## src/cnls_pkg.sv

```systemverilog
// shared types, constants and step tables for the character lcd nibble sequencer
// no dependencies; imported by the front, queue and back modules

package cnls_pkg;

  localparam int unsigned IN_DATA_W  = 16;
  localparam int unsigned OUT_DATA_W = 24;
  localparam int unsigned WAIT_W     = 14;

  localparam logic [3:0]        STEP_LAST   = 4'd11;
  localparam logic [WAIT_W-1:0] BYTE_EXTRA  = 14'd40;
  localparam logic [WAIT_W-1:0] CLEAR_EXTRA = 14'd2000;

  localparam logic [1:0] OPC_INIT  = 2'd0;
  localparam logic [1:0] OPC_PUT   = 2'd1;
  localparam logic [1:0] OPC_CLEAR = 2'd2;
  localparam logic [1:0] OPC_GOTO  = 2'd3;

  localparam logic [7:0] CMD_CLEAR    = 8'h01;
  localparam logic [7:0] CMD_SET_ADDR = 8'h80;
  localparam logic [7:0] ROW1_OFFSET  = 8'h40;

  // function set, display on, entry mode, clear
  localparam logic [7:0] INIT_BYTES [4] = '{8'h28, 8'h0D, 8'h06, 8'h01};

  typedef enum logic [1:0] {
    OP_RS   = 2'd0,
    OP_EN   = 2'd1,
    OP_DATA = 2'd2
  } op_kind_t;

  typedef struct packed {
    op_kind_t          kind;
    logic [1:0]        pos;
    logic              val;
    logic [WAIT_W-1:0] extra;
  } micro_op_t;

  // one decoded command as it sits in the queue
  typedef struct packed {
    logic       is_init;
    logic       is_clr;
    logic       rs;
    logic [7:0] data;
  } cmd_entry_t;

  function automatic micro_op_t mk_op(op_kind_t kind, logic [1:0] pos, logic val,
                                      logic [WAIT_W-1:0] extra);
    micro_op_t op;
    op.kind  = kind;
    op.pos   = pos;
    op.val   = val;
    op.extra = extra;
    return op;
  endfunction

  // power-on wake-up sequence before the init bytes
  function automatic micro_op_t init_step(logic [3:0] sub);
    micro_op_t op;
    op = mk_op(OP_EN, 2'd0, 1'b0, '0);
    unique case (sub)
      4'd0:    op = mk_op(OP_RS, 2'd0, 1'b0, 14'd15000);
      4'd1:    op = mk_op(OP_DATA, 2'd0, 1'b1, '0);
      4'd2:    op = mk_op(OP_DATA, 2'd1, 1'b1, '0);
      4'd3:    op = mk_op(OP_EN, 2'd0, 1'b1, '0);
      4'd4:    op = mk_op(OP_EN, 2'd0, 1'b0, 14'd5000);
      4'd5:    op = mk_op(OP_EN, 2'd0, 1'b1, '0);
      4'd6:    op = mk_op(OP_EN, 2'd0, 1'b0, 14'd100);
      4'd7:    op = mk_op(OP_EN, 2'd0, 1'b1, '0);
      4'd8:    op = mk_op(OP_EN, 2'd0, 1'b0, 14'd5000);
      4'd9:    op = mk_op(OP_DATA, 2'd0, 1'b0, '0);
      4'd10:   op = mk_op(OP_EN, 2'd0, 1'b1, '0);
      4'd11:   op = mk_op(OP_EN, 2'd0, 1'b0, BYTE_EXTRA);
      default: op = mk_op(OP_EN, 2'd0, 1'b0, '0);
    endcase
    return op;
  endfunction

  // high nibble d7..d4, strobe, low nibble, strobe
  function automatic micro_op_t byte_step(logic [3:0] sub, logic [7:0] b);
    micro_op_t op;
    op = mk_op(OP_EN, 2'd0, 1'b0, '0);
    unique case (sub)
      4'd0:    op = mk_op(OP_DATA, 2'd3, b[7], '0);
      4'd1:    op = mk_op(OP_DATA, 2'd2, b[6], '0);
      4'd2:    op = mk_op(OP_DATA, 2'd1, b[5], '0);
      4'd3:    op = mk_op(OP_DATA, 2'd0, b[4], '0);
      4'd4:    op = mk_op(OP_EN, 2'd0, 1'b1, '0);
      4'd5:    op = mk_op(OP_EN, 2'd0, 1'b0, '0);
      4'd6:    op = mk_op(OP_DATA, 2'd3, b[3], '0);
      4'd7:    op = mk_op(OP_DATA, 2'd2, b[2], '0);
      4'd8:    op = mk_op(OP_DATA, 2'd1, b[1], '0);
      4'd9:    op = mk_op(OP_DATA, 2'd0, b[0], '0);
      4'd10:   op = mk_op(OP_EN, 2'd0, 1'b1, '0);
      4'd11:   op = mk_op(OP_EN, 2'd0, 1'b0, BYTE_EXTRA);
      default: op = mk_op(OP_EN, 2'd0, 1'b0, '0);
    endcase
    return op;
  endfunction

endpackage

```

## src/char_lcd_nibble_sequencer_core.sv

```systemverilog
// first pin change: an accepted command is registered in the queue, and its first pin
// change then goes into the output register; one pin change per cycle from the back
// sequencer while the output is not stalled; a two-entry queue lets commands be taken
// while the previous one is still being sequenced
// reset: synchronous, clears queue, sequencer and pin levels; pin settle time 10 us
// depends on cnls_pkg, cnls_front, cnls_queue, cnls_back

module char_lcd_nibble_sequencer_core #(
  parameter int unsigned LINE_WIDTH = 20
) (
  input  logic                               clk,
  input  logic                               rst,
  input  logic                               s_tvalid,
  output logic                               s_tready,
  // opcode[1:0]
  input  logic [1:0]                         s_tuser,
  // char_code[7:0], column[13:8], row[15:14]
  input  logic [cnls_pkg::IN_DATA_W-1:0]     s_tdata,
  output logic                               m_tvalid,
  input  logic                               m_tready,
  // reg_select[0], enable_pin[1], data_nibble[5:2], wait_us[19:6], zero pad
  output logic [cnls_pkg::OUT_DATA_W-1:0]    m_tdata,
  output logic                               m_tlast,
  input  logic                               cfg_valid,
  output logic                               cfg_ready,
  input  logic [7:0]                         cfg_data
);
  import cnls_pkg::*;

  logic [7:0]        pin_settle_us;
  cmd_entry_t        dec_entry;
  cmd_entry_t        head;
  logic              q_not_full;
  logic              q_not_empty;
  logic              q_pop;
  logic              reg_select;
  logic              enable_pin;
  logic [3:0]        data_nibble;
  logic [WAIT_W-1:0] wait_us;

  assign cfg_ready = 1'b1;

  always_ff @(posedge clk) begin
    if (rst) begin
      pin_settle_us <= 8'd10;
    end else if (cfg_valid && cfg_ready) begin
      pin_settle_us <= cfg_data;
    end
  end

  cnls_front #(
    .LINE_WIDTH(LINE_WIDTH)
  ) u_front (
    .opcode    (s_tuser),
    .char_code (s_tdata[7:0]),
    .column    (s_tdata[13:8]),
    .row       (s_tdata[15:14]),
    .entry     (dec_entry)
  );

  assign s_tready = q_not_full;

  cnls_queue u_queue (
    .clk        (clk),
    .rst        (rst),
    .push       (s_tvalid),
    .push_entry (dec_entry),
    .not_full   (q_not_full),
    .pop        (q_pop),
    .not_empty  (q_not_empty),
    .head       (head)
  );

  cnls_back u_back (
    .clk         (clk),
    .rst         (rst),
    .q_valid     (q_not_empty),
    .q_entry     (head),
    .q_pop       (q_pop),
    .settle      (pin_settle_us),
    .out_valid   (m_tvalid),
    .out_ready   (m_tready),
    .reg_select  (reg_select),
    .enable_pin  (enable_pin),
    .data_nibble (data_nibble),
    .wait_us     (wait_us),
    .last        (m_tlast)
  );

  assign m_tdata = {4'd0, wait_us, data_nibble, enable_pin, reg_select};

endmodule

```

## src/cnls_front.sv

```systemverilog
// command decoder: turns an incoming command into a queue entry
// depends on cnls_pkg

module cnls_front #(
  parameter int unsigned LINE_WIDTH = 20
) (
  input  logic [1:0]          opcode,
  input  logic [7:0]          char_code,
  input  logic [5:0]          column,
  input  logic [1:0]          row,
  output cnls_pkg::cmd_entry_t entry
);
  import cnls_pkg::*;

  localparam logic [7:0] LW = 8'(LINE_WIDTH);

  logic [7:0] offset;

  always_comb begin
    unique case (row)
      2'd0:    offset = 8'd0;
      2'd1:    offset = ROW1_OFFSET;
      2'd2:    offset = LW;
      default: offset = ROW1_OFFSET + LW;
    endcase
  end

  always_comb begin
    entry.is_init = (opcode == OPC_INIT);
    entry.is_clr  = (opcode == OPC_CLEAR);
    entry.rs      = (opcode == OPC_PUT);
    unique case (opcode)
      OPC_PUT:   entry.data = char_code;
      OPC_CLEAR: entry.data = CMD_CLEAR;
      OPC_GOTO:  entry.data = CMD_SET_ADDR + {2'b00, column} + offset;
      default:   entry.data = CMD_CLEAR;
    endcase
  end

endmodule

```

## src/cnls_queue.sv

```systemverilog
// two-entry command queue between decoder and pin sequencer
// depends on cnls_pkg

module cnls_queue (
  input  logic                 clk,
  input  logic                 rst,
  input  logic                 push,
  input  cnls_pkg::cmd_entry_t push_entry,
  output logic                 not_full,
  input  logic                 pop,
  output logic                 not_empty,
  output cnls_pkg::cmd_entry_t head
);
  import cnls_pkg::*;

  cmd_entry_t mem [2];
  logic       wr_ptr;
  logic       rd_ptr;
  logic [1:0] count;

  assign not_full  = (count != 2'd2);
  assign not_empty = (count != 2'd0);
  assign head      = mem[rd_ptr];

  always_ff @(posedge clk) begin
    if (push && not_full) begin
      mem[wr_ptr] <= push_entry;
    end
  end

  always_ff @(posedge clk) begin
    if (rst) begin
      wr_ptr <= 1'b0;
      rd_ptr <= 1'b0;
      count  <= 2'd0;
    end else begin
      if (push && not_full) begin
        wr_ptr <= ~wr_ptr;
      end
      if (pop && not_empty) begin
        rd_ptr <= ~rd_ptr;
      end
      unique case ({push && not_full, pop && not_empty})
        2'b10:   count <= count + 2'd1;
        2'b01:   count <= count - 2'd1;
        default: count <= count;
      endcase
    end
  end

endmodule

```

## src/cnls_back.sv

```systemverilog
// pin sequencer: steps through the pin changes of the queue head, one per cycle while the
// output is not stalled, into the output register; depends on cnls_pkg

module cnls_back (
  input  logic                          clk,
  input  logic                          rst,
  input  logic                          q_valid,
  input  cnls_pkg::cmd_entry_t          q_entry,
  output logic                          q_pop,
  input  logic [7:0]                    settle,
  output logic                          out_valid,
  input  logic                          out_ready,
  output logic                          reg_select,
  output logic                          enable_pin,
  output logic [3:0]                    data_nibble,
  output logic [cnls_pkg::WAIT_W-1:0]   wait_us,
  output logic                          last
);
  import cnls_pkg::*;

  typedef enum logic [1:0] {
    ST_PRE  = 2'b01,
    ST_BYTE = 2'b10
  } seq_state_t;

  seq_state_t state;
  logic [3:0] sub;
  logic [1:0] byte_num;

  logic       advance;
  logic       fire;
  logic       last_byte;
  logic       final_step;
  logic [3:0] pre_last;
  logic [7:0] cur_byte;
  micro_op_t  op;

  assign advance = !out_valid || out_ready;
  assign fire    = q_valid && advance;

  always_comb begin
    pre_last   = q_entry.is_init ? STEP_LAST : 4'd0;
    last_byte  = q_entry.is_init ? (byte_num == 2'd3) : 1'b1;
    cur_byte   = q_entry.is_init ? INIT_BYTES[byte_num] : q_entry.data;
    final_step = (state == ST_BYTE) && (sub == STEP_LAST) && last_byte;
    if (state == ST_PRE) begin
      op = q_entry.is_init ? init_step(sub) : mk_op(OP_RS, 2'd0, q_entry.rs, '0);
    end else begin
      op = byte_step(sub, cur_byte);
      if (final_step && q_entry.is_clr) begin
        op.extra = op.extra + CLEAR_EXTRA;
      end
    end
  end

  assign q_pop = fire && final_step;

  always_ff @(posedge clk) begin
    if (rst) begin
      state    <= ST_PRE;
      sub      <= 4'd0;
      byte_num <= 2'd0;
    end else if (fire) begin
      unique case (state)
        ST_PRE: begin
          if (sub == pre_last) begin
            state    <= ST_BYTE;
            sub      <= 4'd0;
            byte_num <= 2'd0;
          end else begin
            sub <= sub + 4'd1;
          end
        end
        ST_BYTE: begin
          if (sub == STEP_LAST) begin
            sub <= 4'd0;
            if (last_byte) begin
              state    <= ST_PRE;
              byte_num <= 2'd0;
            end else begin
              byte_num <= byte_num + 2'd1;
            end
          end else begin
            sub <= sub + 4'd1;
          end
        end
        default: begin
          state <= ST_PRE;
          sub   <= 4'd0;
        end
      endcase
    end
  end

  // pin levels live in the output register and persist across commands
  always_ff @(posedge clk) begin
    if (rst) begin
      out_valid   <= 1'b0;
      reg_select  <= 1'b0;
      enable_pin  <= 1'b0;
      data_nibble <= 4'd0;
    end else if (advance) begin
      out_valid <= fire;
      if (fire) begin
        unique case (op.kind)
          OP_RS:   reg_select        <= op.val;
          OP_EN:   enable_pin        <= op.val;
          OP_DATA: data_nibble[op.pos] <= op.val;
          default: enable_pin        <= enable_pin;
        endcase
      end
    end
  end

  always_ff @(posedge clk) begin
    if (fire) begin
      wait_us <= WAIT_W'(settle) + op.extra;
      last    <= final_step;
    end
  end

endmodule

```

## config.mk

```make
export PLATFORM = sky130hd
export DESIGN_NAME = char_lcd_nibble_sequencer_core
export DESIGN_NICKNAME = d
export VERILOG_FILES = /design/src/cnls_pkg.sv /design/src/char_lcd_nibble_sequencer_core.sv /design/src/cnls_front.sv /design/src/cnls_queue.sv /design/src/cnls_back.sv
export SDC_FILE = /design/constraint.sdc
export NUM_CORES = 1
export LEC_CHECK = 0
export BUFFER_PORTS_ARGS = -buffer_cell sky130_fd_sc_hd__buf_4
export CELL_PAD_IN_SITES_DETAIL_PLACEMENT = 1
export CELL_PAD_IN_SITES_GLOBAL_PLACEMENT = 2
export CORE_UTILIZATION = 37
export DETAILED_ROUTE_END_ITERATION = 10
export PLACE_DENSITY = 0.86
export SKIP_CTS_REPAIR_TIMING = 1
export SYNTH_ARGS = -nofsm -noshare
export SYNTH_HDL_FRONTEND = slang
export SYNTH_HIERARCHICAL = 1
export SYNTH_SLANG_ARGS = --single-unit
export TNS_END_PERCENT = 5
```

## constraint.sdc

```tcl
create_clock -name clk -period 4.4 [get_ports clk]
set_clock_uncertainty 0.1 [all_clocks]
set_input_delay 0.22 -clock clk [delete_from_list [all_inputs] [get_ports clk]]
set_output_delay 0.22 -clock clk [all_outputs]
set_load 0.05 [all_outputs]
```

==> results.md, run 1 <==
- Status: complete, no violations
- Row cnt: 38
- Sequential cell area fraction in the yosys report: 45.8%
- Vias in the first global route: 3132
- Reg clk slew, reported paths: 80 ps
- Fill count: 1210
- Multi-input logic area: 1990 um^2
- Peak supply drop: 0.149 mV
- Top cell type's share of synthesized area: 27.2%
- Grt peak-use layer: met2
- Die footprint: 11500 um^2
- Fin crit period: 3430 ps
- Leakage power: 2.02 nW
- Sequential Area: 1870 um^2
- MaxCap Viol Count: 0
- Area after DPL: 4550 um^2
- Worst Hold Launch: cfg_data[7]
- Detailed-route via count: 3036
- Initial antenna violation count: 0
- Placed Cells incl. Taps: 565
- Hold WS: 16.7 ps
- Share of cells above drive strength 1: 22.7%
- RSZ-0062 raised after global routing: no
- Final HPWL DP: 7150 um
- Met2 GRT Util: 31.0%
- Total number of yosys warnings: 6
- DR pass1 iterations: 4
- Met1 GRT Util: 21.9%
- Number of distinct library cells after synthesis: 62
- CTS Buf Count: 9
- Final Cell Area: 4760 um^2
- Worst Max-Slew Pin Slew: 744 ps
- # clock sinks: 75
- Syn_area_per_cell: 10.4 um^2
- EDFF count, synth: 37
- Worst EP required: 4540 ps
- Cells after Synth: 392
- Final Util: 44.1%
- CP Capture Type: register
- Worst EP arrival: 3570 ps
- Setup_tns: 0 ps
- Worst Setup Path Type: reg2reg
- Netlist Area Pre-Place: 4090 um^2
- Synth area leader: edfxtp_1
- Most common cell after layout, fill and taps aside: buf_4
- PwrDens: 382 nW/um^2
- Antenna diodes: 0
- M3 GR Usage: 4.38%
- Drt initial violations: 125
- Commonest non-fill, non-tap cells in the layout: 54 x buf_4, 38 x dfxtp_1, 37 x edfxtp_1
- Final wirelength: 9490 um
- Die width: 107 um
- Clk buf depth: 2
- Final Hold Vio Count: 0
- Drt wl/cell: 16.2 um
- CORE AREA: 10800 um^2
- Avg Vias per Cell: 5.20
- CP Max Fanout: 11
- Largest net degree at the start of global routing: 26
- Routability cong.: 0.822
- Synth area leaders: edfxtp_1 27%, dfxtp_1 19%, ha_1 7.3%, mux2_2 4.4%, mux2i_1 3.7%
- Ys flop type: dfxtp_1
- CTS tree: yes
- Die H: 107 um
- Area delta synth->final: 16.5%
- Setup violations, final: 0
- Post-place setup slack: 980 ps
- Worst setup margin: 967 ps
- Seq cells post-synth: 75
- Rel. slew slack: 50.3%
- Global-route wire length before repair: 15800 um
- Fmax: 291 MHz
- Fin. max-slew vios: 0
- Finished Layout Cells: 584
- Worst-skew pair later-pin latency: 350 ps
- DRC violations left: 0
- Worst Hold Class: in2reg
- Period utilization: 78.0%
- Clock root cell: clkbuf_8
- Total track usage: 17.9%
- DRT antenna net count: 0
- Startpoint class of the critical path: register
- Buffers on Ports: 53
- Clock H-tree levels: 3
- Total gr overflow: 0
- Total power: 1.82 mW
- Num ports: 59
- Async set or reset register ratio after synthesis: 0%
- Initial Util: 37.9%
- Final net count: 495
## worst max-delay path, stage by stage, from the launching register on
cell and delay, ps:
dfxtp_1 620, mux2_2 520, or4_4 450, nand4_1 150, a211oi_1 130, o21ai_0 470, inv_1 150, ha_1 340
and2_1 140, mux2_2 250
## worst paths after layout
| path | endpoint | slack [ps] | cells after the start |
|---|---|---|---|
| setup reg to reg | register | 970 | 9 |
| hold reg to reg | u_back/wait_us[1] | 320 | 0 |
| setup / recovery | register | 970 | 9 |
| hold / removal | pin_settle_us[7] | 20 | 3 |
## routing by layer
layer	up-vias	part of all wire (%)
met5	-	0
met4	0	1.1
met3	8	2.9
met2	45	51
met1	1486	45
li1	1497	-
## kinds of logic (layout without fill, tap and decap cells)
kind of cell,after synthesis,in the layout,synth area share (%)
multiplexers,31,31,8.08
adder cells (fa/ha/maj),25,25,7.83
AO/OA/AOI/OAI,96,96,16.7
buffers and inverters,51,100,5.72
flip-flops,75,75,45.8
other,2,5,0.184
AND/OR/NAND/NOR,102,102,13.6
XOR/XNOR,10,10,2.14
## layout make-up
type / count / area share [%]
clock inverter: 6 / 1.18
timing repair buffer: 57 / 9.14
tap: 140 / 3.68
sequential: 75 / 39.3
clock buffer: 10 / 2.68
inverter: 27 / 2.13
multi-input combinational: 269 / 41.9
## synth_stat cells (6+ instances only)
master    number
nor2b_1        8
a21oi_1       21
nor3_1         7
o21a_1         7
buf_2          6
ha_1          24
and3_1         8
xnor2_1        8
mux2i_1       15
clkbuf_1       9
edfxtp_1      37
a21o_1         7
inv_1         26
o21ai_0       13
nor2_1        24
dfxtp_1       38
nand2b_1       7
buf_4          7
nand2_1       17
mux2_2        16
## report_power, final
part / leakage, nW / switching, mW / internal [mW] / total, mW
Clock: 0.0951 / 0.249 / 0.257 / 0.506
Sequential: 0.663 / 0.0255 / 0.808 / 0.833
Combinational: 1.26 / 0.311 / 0.169 / 0.479
Total: 2.02 / 0.585 / 1.23 / 1.82
Note: power is estimated with default switching activity, not from simulation.
==> inputs of run 2 (changes only) <==
--- a/config.mk
+++ b/config.mk
@@ -5,12 +5,13 @@
 export SDC_FILE = /design/constraint.sdc
 export NUM_CORES = 1
 export LEC_CHECK = 0
+export ABC_AREA = 1
 export BUFFER_PORTS_ARGS = -buffer_cell sky130_fd_sc_hd__buf_4
 export CELL_PAD_IN_SITES_DETAIL_PLACEMENT = 1
 export CELL_PAD_IN_SITES_GLOBAL_PLACEMENT = 2
-export CORE_UTILIZATION = 37
+export CORE_UTILIZATION = 31
 export DETAILED_ROUTE_END_ITERATION = 10
-export PLACE_DENSITY = 0.86
+export PLACE_DENSITY = 0.82
 export SKIP_CTS_REPAIR_TIMING = 1
 export SYNTH_ARGS = -nofsm -noshare
 export SYNTH_HDL_FRONTEND = slang
==> constraint.sdc (replaced) <==
create_clock -name clk -period 3.1 [get_ports clk]
set_clock_uncertainty 0.1 [all_clocks]
set_input_delay 0.155 -clock clk [delete_from_list [all_inputs] [get_ports clk]]
set_output_delay 0.155 -clock clk [all_outputs]
set_load 0.05 [all_outputs]
==> run 2 against run 1 <==
Effect of this change: the flow now finishes with violations (hold timing); synthesized cell count is 25% higher; critical path depth is 7 higher; final area is 6.9% higher; die area is 22% higher; worst setup slack worse by 690 ps; flip-flop and latch count stayed put; sequential power is 42% higher.
==> results.md, run 2 <==
- Routability cong.: 0.808
- Most common cell after layout, fill and taps aside: nand2_1
- Syn_area_per_cell: 8.53 um^2
- Setup violations, final: 0
- Die H: 118 um
- Seq cells post-synth: 75
- Worst Max-Slew Pin Slew: 893 ps
- CP Capture Type: register
- Comb power frac: 23.1%
- Row cnt: 42
- Net Switching: 913 uW
- Sequential cell area fraction in the yosys report: 44.7%
- Simple-gate area share of the yosys netlist: 26.6%
- Initial Util: 31.7%
- R2R Path End: u_back/wait_us[11]
- Area delta synth->final: 21.6%
- Failing checks: hold timing
- Worst Hold Class: in2reg
- Clk buf depth: 2
- Clock root cell: clkbuf_16
- Top cell type's share of synthesized area: 26.5%
- Leakage power: 2.38 nW
- CP max stage cell: mux2_4
- Reg2reg path depth: 16
- Worst path depth: 16
- Largest net degree at the start of global routing: 18
- Final Util: 38.6%
- DRT antenna net count: 0
- Rel. slew slack: 40.3%
- MaxCap Viol Count: 0
- Total gr overflow: 0
- Period utilization: 91.1%
- Sequential Area: 1870 um^2
- Final net count: 607
- Final wirelength: 9400 um
- Commonest cells in the netlist: 113 x nand2_1, 58 x nor2_1, 57 x inv_1, 38 x dfxtp_1, 37 x edfxtp_1
- Drt wl/cell: 12.8 um
- Share of cells above drive strength 1: 22.5%
- Most frequent CP cell: nand2_1
- Startpoint class of the critical path: register
- Post-Synth XOR/XNOR Area: 1.05%
- CP Max Fanout: 13
- Power Internal: 2.07 mW
- Status: complete, but fails checks
- CORE AREA: 13200 um^2
- Commonest non-fill, non-tap cells in the layout: 113 x nand2_1, 57 x nor2_1, 57 x inv_1
- Initial antenna violation count: 0
- Detailed-route via count: 3307
- Seq pwr share: 39.6%
- Die footprint: 14000 um^2
- Count leader, synth: nand2_1
- Fill count: 1576
- CP Cell Sequence: mux2_4 > inv_6 > or2_1 > nand2_1 > nor2_2 > nand3_1 > o21ai_0 > ha_1 > a21oi_2 > nand2_1 > a21oi_1 > o21bai_1 > nand2_1 > nand2_1 > inv_1 > o22ai_1
- Final Cell Area: 5090 um^2
- # clock sinks: 75
- Fmax: 354 MHz
- Vias in the first global route: 3488
- Sw frac: 30.6%
- Clock H-tree levels: 3
- Worst-skew pair later-pin latency: 330 ps
- Multi-input logic area: 1970 um^2
- PwrDens: 587 nW/um^2
- Total number of yosys warnings: 6
- Hold WS: -2.68 ps
- Flop-to-flop setup slack: 280 ps
- Total track usage: 14.6%
- Number of distinct library cells after synthesis: 42
- Clock power share: 37.2%
- Netlist Area Pre-Place: 4190 um^2
- Global-route wire length before repair: 16200 um
- Avg Vias per Cell: 4.52
- Worst Setup Path Type: reg2reg
- Final Hold Vio Count: 2
- Peak supply drop: 0.256 mV
- Ys flop type: dfxtp_1
- Synth area leaders: edfxtp_1 27%, dfxtp_1 18%, nand2_1 10%, ha_1 7.2%, nor2_1 5.2%
- Worst EP required: 3080 ps
- Post-synthesis adder-cell area fraction: 7.65%
- Largest family of logic cells by synthesized area: simple AND/OR/NAND/NOR gates
- Drt initial violations: 57
- Critical path buffer and inverter count: 2
- Mux contribution to synthesized area: 3.86%
- Delay-heaviest family, CP: simple AND/OR/NAND/NOR gates
- Fin. max-slew vios: 0
- Die width: 118 um
- Antenna diodes: 0
- Fin crit period: 2820 ps
- Synth area leader: edfxtp_1
- Async set or reset register ratio after synthesis: 0%
- Reg clk slew, reported paths: 60 ps
- Cells after Synth: 491
- DR pass1 iterations: 4
- Placed Cells incl. Taps: 713
- Area after DPL: 4730 um^2
- CP max stage delay: 390 ps
- Post-synthesis compound-gate area fraction: 7.17%
- Buffers on Ports: 53
- CTS Buf Count: 9
- DRC violations left: 0
- CTS tree: yes
- Num ports: 59
- EDFF count, synth: 37
- Final HPWL DP: 7300 um
- Worst Setup EP: u_back/wait_us[11]
- Finished Layout Cells: 732
- Worst EP arrival: 2800 ps
-- run 2: power groups by stage --
stage | Clock [mW] | Sequential [mW] | Combinational, mW
floorplan | 0 | 1.30 | 0.404
global placement | 0 | 1.20 | 0.673
detailed placement | 0 | 1.21 | 0.692
CTS | 1.15 | 1.19 | 0.696
global route | 1.19 | 1.19 | 0.765
finish | 1.11 | 1.18 | 0.691
-- run 2: layer usage --
metal	share of wire [%]	global-route usage [%]	vias up
met3	2.8	3.28	9
met2	52	27.2	43
met5	0	0	-
met4	1.4	5.05	0
met1	44	16.1	1551
li1	-	-	1704
-- run 2: worst min-delay path: cells and delay by family --
| kind | cells | cell delay, ps |
|---|---|---|
| compound gates | 1 | 60 |
| buf+inv | 1 | 100 |
| simple gates | 1 | 80 |
-- run 2: layout make-up --
type	instances	area share [%]
Inverter	68	5.21
Timing Repair Buffer	59	8.85
Clock inverter	6	1.74
Clock buffer	10	4.50
Multi-Input combinational cell	338	38.6
Sequential cell	75	36.8
Tap cell	176	4.33
-- run 2: cell families (layout without fill, tap and decap cells) --
family                     after synthesis  after routing
AOI/OAI and AO/OA                       48             48
adders and majority gates               25             25
DFF                                     75             75
and+or+nand+nor                        244            244
other                                    2              5
muxes                                   11             11
buffers and inverters                   81            143
xor gates and xnor gates                 5              5
-- run 2: per-stage QoR --
stage	setup TNS (ps)	setup slack [ps]	total power, mW	hold WS [ps]
2_1_floorplan	0	311	1.71	124
3_3_place_gp	0	310	1.87	268
3_5_place_dp	0	174	1.90	273
4_1_cts	0	162	3.03	-84.8
5_1_grt	-1.71	-1.12	3.15	3.48
6_report	0	277	2.99	-2.68
-- run 2: worst min path at each step --
| stage | from | end | depth (start not counted) |
|---|---|---|---|
| 2_1_floorplan | rst | u_back/out_valid | 1 |
| 3_3_place_gp | cfg_data[1] | pin_settle_us[1] | 3 |
| 3_5_place_dp | cfg_data[1] | pin_settle_us[1] | 3 |
| 4_1_cts | cfg_data[1] | pin_settle_us[1] | 3 |
| 5_1_grt | cfg_data[5] | pin_settle_us[5] | 5 |
| 6_report | s_tvalid | u_queue/wr_ptr | 3 |
==> inputs of run 3 (changes only) <==
--- a/config.mk
+++ b/config.mk
@@ -11,6 +11,7 @@
 export CELL_PAD_IN_SITES_GLOBAL_PLACEMENT = 2
 export CORE_UTILIZATION = 31
 export DETAILED_ROUTE_END_ITERATION = 10
+export MAX_ROUTING_LAYER = met4
 export PLACE_DENSITY = 0.82
 export SKIP_CTS_REPAIR_TIMING = 1
 export SYNTH_ARGS = -nofsm -noshare
==> run 3 against run 2 <==
Effect of this change: the run still ends with hold timing left; non-clock buffer count stayed put; via count hardly changed; sequential share of layout area stayed put; first-iteration DRC count is 1.8% higher; clock power hardly changed.
==> results.md, run 3 (same netlist as run 2, synthesis figures left out) <==
- # clock sinks: 75
- DRC violations left: 0
- Hold WS: -2.79 ps
- Routability cong.: 0.819
- Initial Util: 31.7%
- Final Cell Area: 5090 um^2
- Drt wl/cell: 12.8 um
- Row cnt: 42
- Worst Setup Path Type: reg2reg
- CP Capture Type: register
- Clk buf depth: 2
- Total track usage: 15.0%
- Peak supply drop: 0.256 mV
- Fill count: 1576
- Avg Vias per Cell: 4.51
- Die footprint: 14000 um^2
- Leakage power: 2.38 nW
- Delay-heaviest family, CP: simple AND/OR/NAND/NOR gates
- Drt initial violations: 58
- Area after DPL: 4730 um^2
- Share of cells above drive strength 1: 22.5%
- CP Cell Sequence: mux2_4 > inv_6 > or2_1 > nand2_1 > nor2_2 > nand3_1 > o21ai_0 > ha_1 > a21oi_2 > nand2_1 > a21oi_1 > o21bai_1 > nand2_1 > nand2_1 > inv_1 > o22ai_1
- Largest net degree at the start of global routing: 18
- Status: complete, but fails checks
- Worst Hold Class: in2reg
- Worst Max-Slew Pin Slew: 893 ps
- CP Max Fanout: 13
- Worst EP arrival: 2810 ps
- DR pass1 iterations: 4
- Most common cell after layout, fill and taps aside: nand2_1
- Clock H-tree levels: 3
- Num ports: 59
- Initial antenna violation count: 0
- Fin. max-slew vios: 0
- CP max stage cell: mux2_4
- Final Hold Vio Count: 2
- DRT antenna net count: 0
- CTS Buf Count: 9
- CTS tree: yes
- Startpoint class of the critical path: register
- Global-route wire length before repair: 16200 um
- Finished Layout Cells: 732
- Failing checks: hold timing
- CP max stage delay: 390 ps
- Most frequent CP cell: nand2_1
- Reg clk slew, reported paths: 60 ps
- Area delta synth->final: 21.6%
- Rel. slew slack: 40.3%
- Worst Hold Launch: s_tvalid
- Clock root cell: clkbuf_16
- Die H: 118 um
- MaxCap Viol Count: 0
- Antenna diodes: 0
- Detailed-route via count: 3304
- Worst-skew pair later-pin latency: 330 ps
- Fin crit period: 2830 ps
- Fmax: 354 MHz
- Period utilization: 91.2%
- CORE AREA: 13200 um^2
- Setup violations, final: 0
- Vias in the first global route: 3485
- Buffers on Ports: 53
- Total gr overflow: 0
- Critical path buffer and inverter count: 2
- Placed Cells incl. Taps: 713
- Die width: 118 um
- PwrDens: 586 nW/um^2
- Commonest non-fill, non-tap cells in the layout: 113 x nand2_1, 57 x nor2_1, 57 x inv_1
- Worst EP required: 3080 ps
- Final net count: 607
- Final HPWL DP: 7300 um
- Final wirelength: 9380 um
-- run 3: cell counts in the layout (fill, tap and decap cells not counted) --
Identical to the previous run, type by type.
-- run 3: through the flow --
stage	setup WS (ps)	setup TNS [ps]	power (mW)	utilization (%)
2_1_floorplan	311	0	1.71	-
3_3_place_gp	310	0	1.87	35.9
3_5_place_dp	174	0	1.90	35.9
4_1_cts	162	0	3.03	38.3
5_1_grt	-1.12	-1.71	3.15	38.6
6_report	274	0	2.98	38.6
-- run 3: final timing paths --
path | depth (start not counted) | end | slack [ps]
worst min-delay path | 3 | u_queue/wr_ptr | -3
worst max register to register | 16 | u_back/wait_us[11] | 270
worst max-delay path | 16 | u_back/wait_us[11] | 270
worst min register to register | 0 | u_back/wait_us[0] | 330
-- run 3: report_power, final --
part / internal (mW) / total (mW) / switching (mW)
clock: 0.706 / 1.11 / 0.404
sequential: 1.14 / 1.18 / 0.0398
combinational: 0.224 / 0.691 / 0.466
-- run 3: layout make-up --
| class | instances | area [um^2] | area share [%] |
|---|---|---|---|
| clock inverters | 6 | 88.8 | 1.74 |
| inverters | 68 | 265 | 5.21 |
| multi-input cells | 338 | 1970 | 38.6 |
| clock buffers | 10 | 229 | 4.50 |
| well taps | 176 | 220 | 4.33 |
| flip-flops and latches | 75 | 1870 | 36.8 |
| repair buffers | 59 | 450 | 8.85 |
-- run 3: tightest hold or removal path, cell delays in order --
cell and delay (ps):
buf_4 100, a21oi_1 60, nor2_1 80
-- run 3: layer usage --
| metal | GRT usage [%] | up-vias | share of wire (%) |
|---|---|---|---|
| li1 | - | 1702 | - |
| met5 | - | - | 0 |
| met3 | 3.28 | 9 | 2.8 |
| met1 | 16.1 | 1550 | 44 |
| met2 | 27.2 | 43 | 52 |
| met4 | 5.05 | 0 | 1.4 |
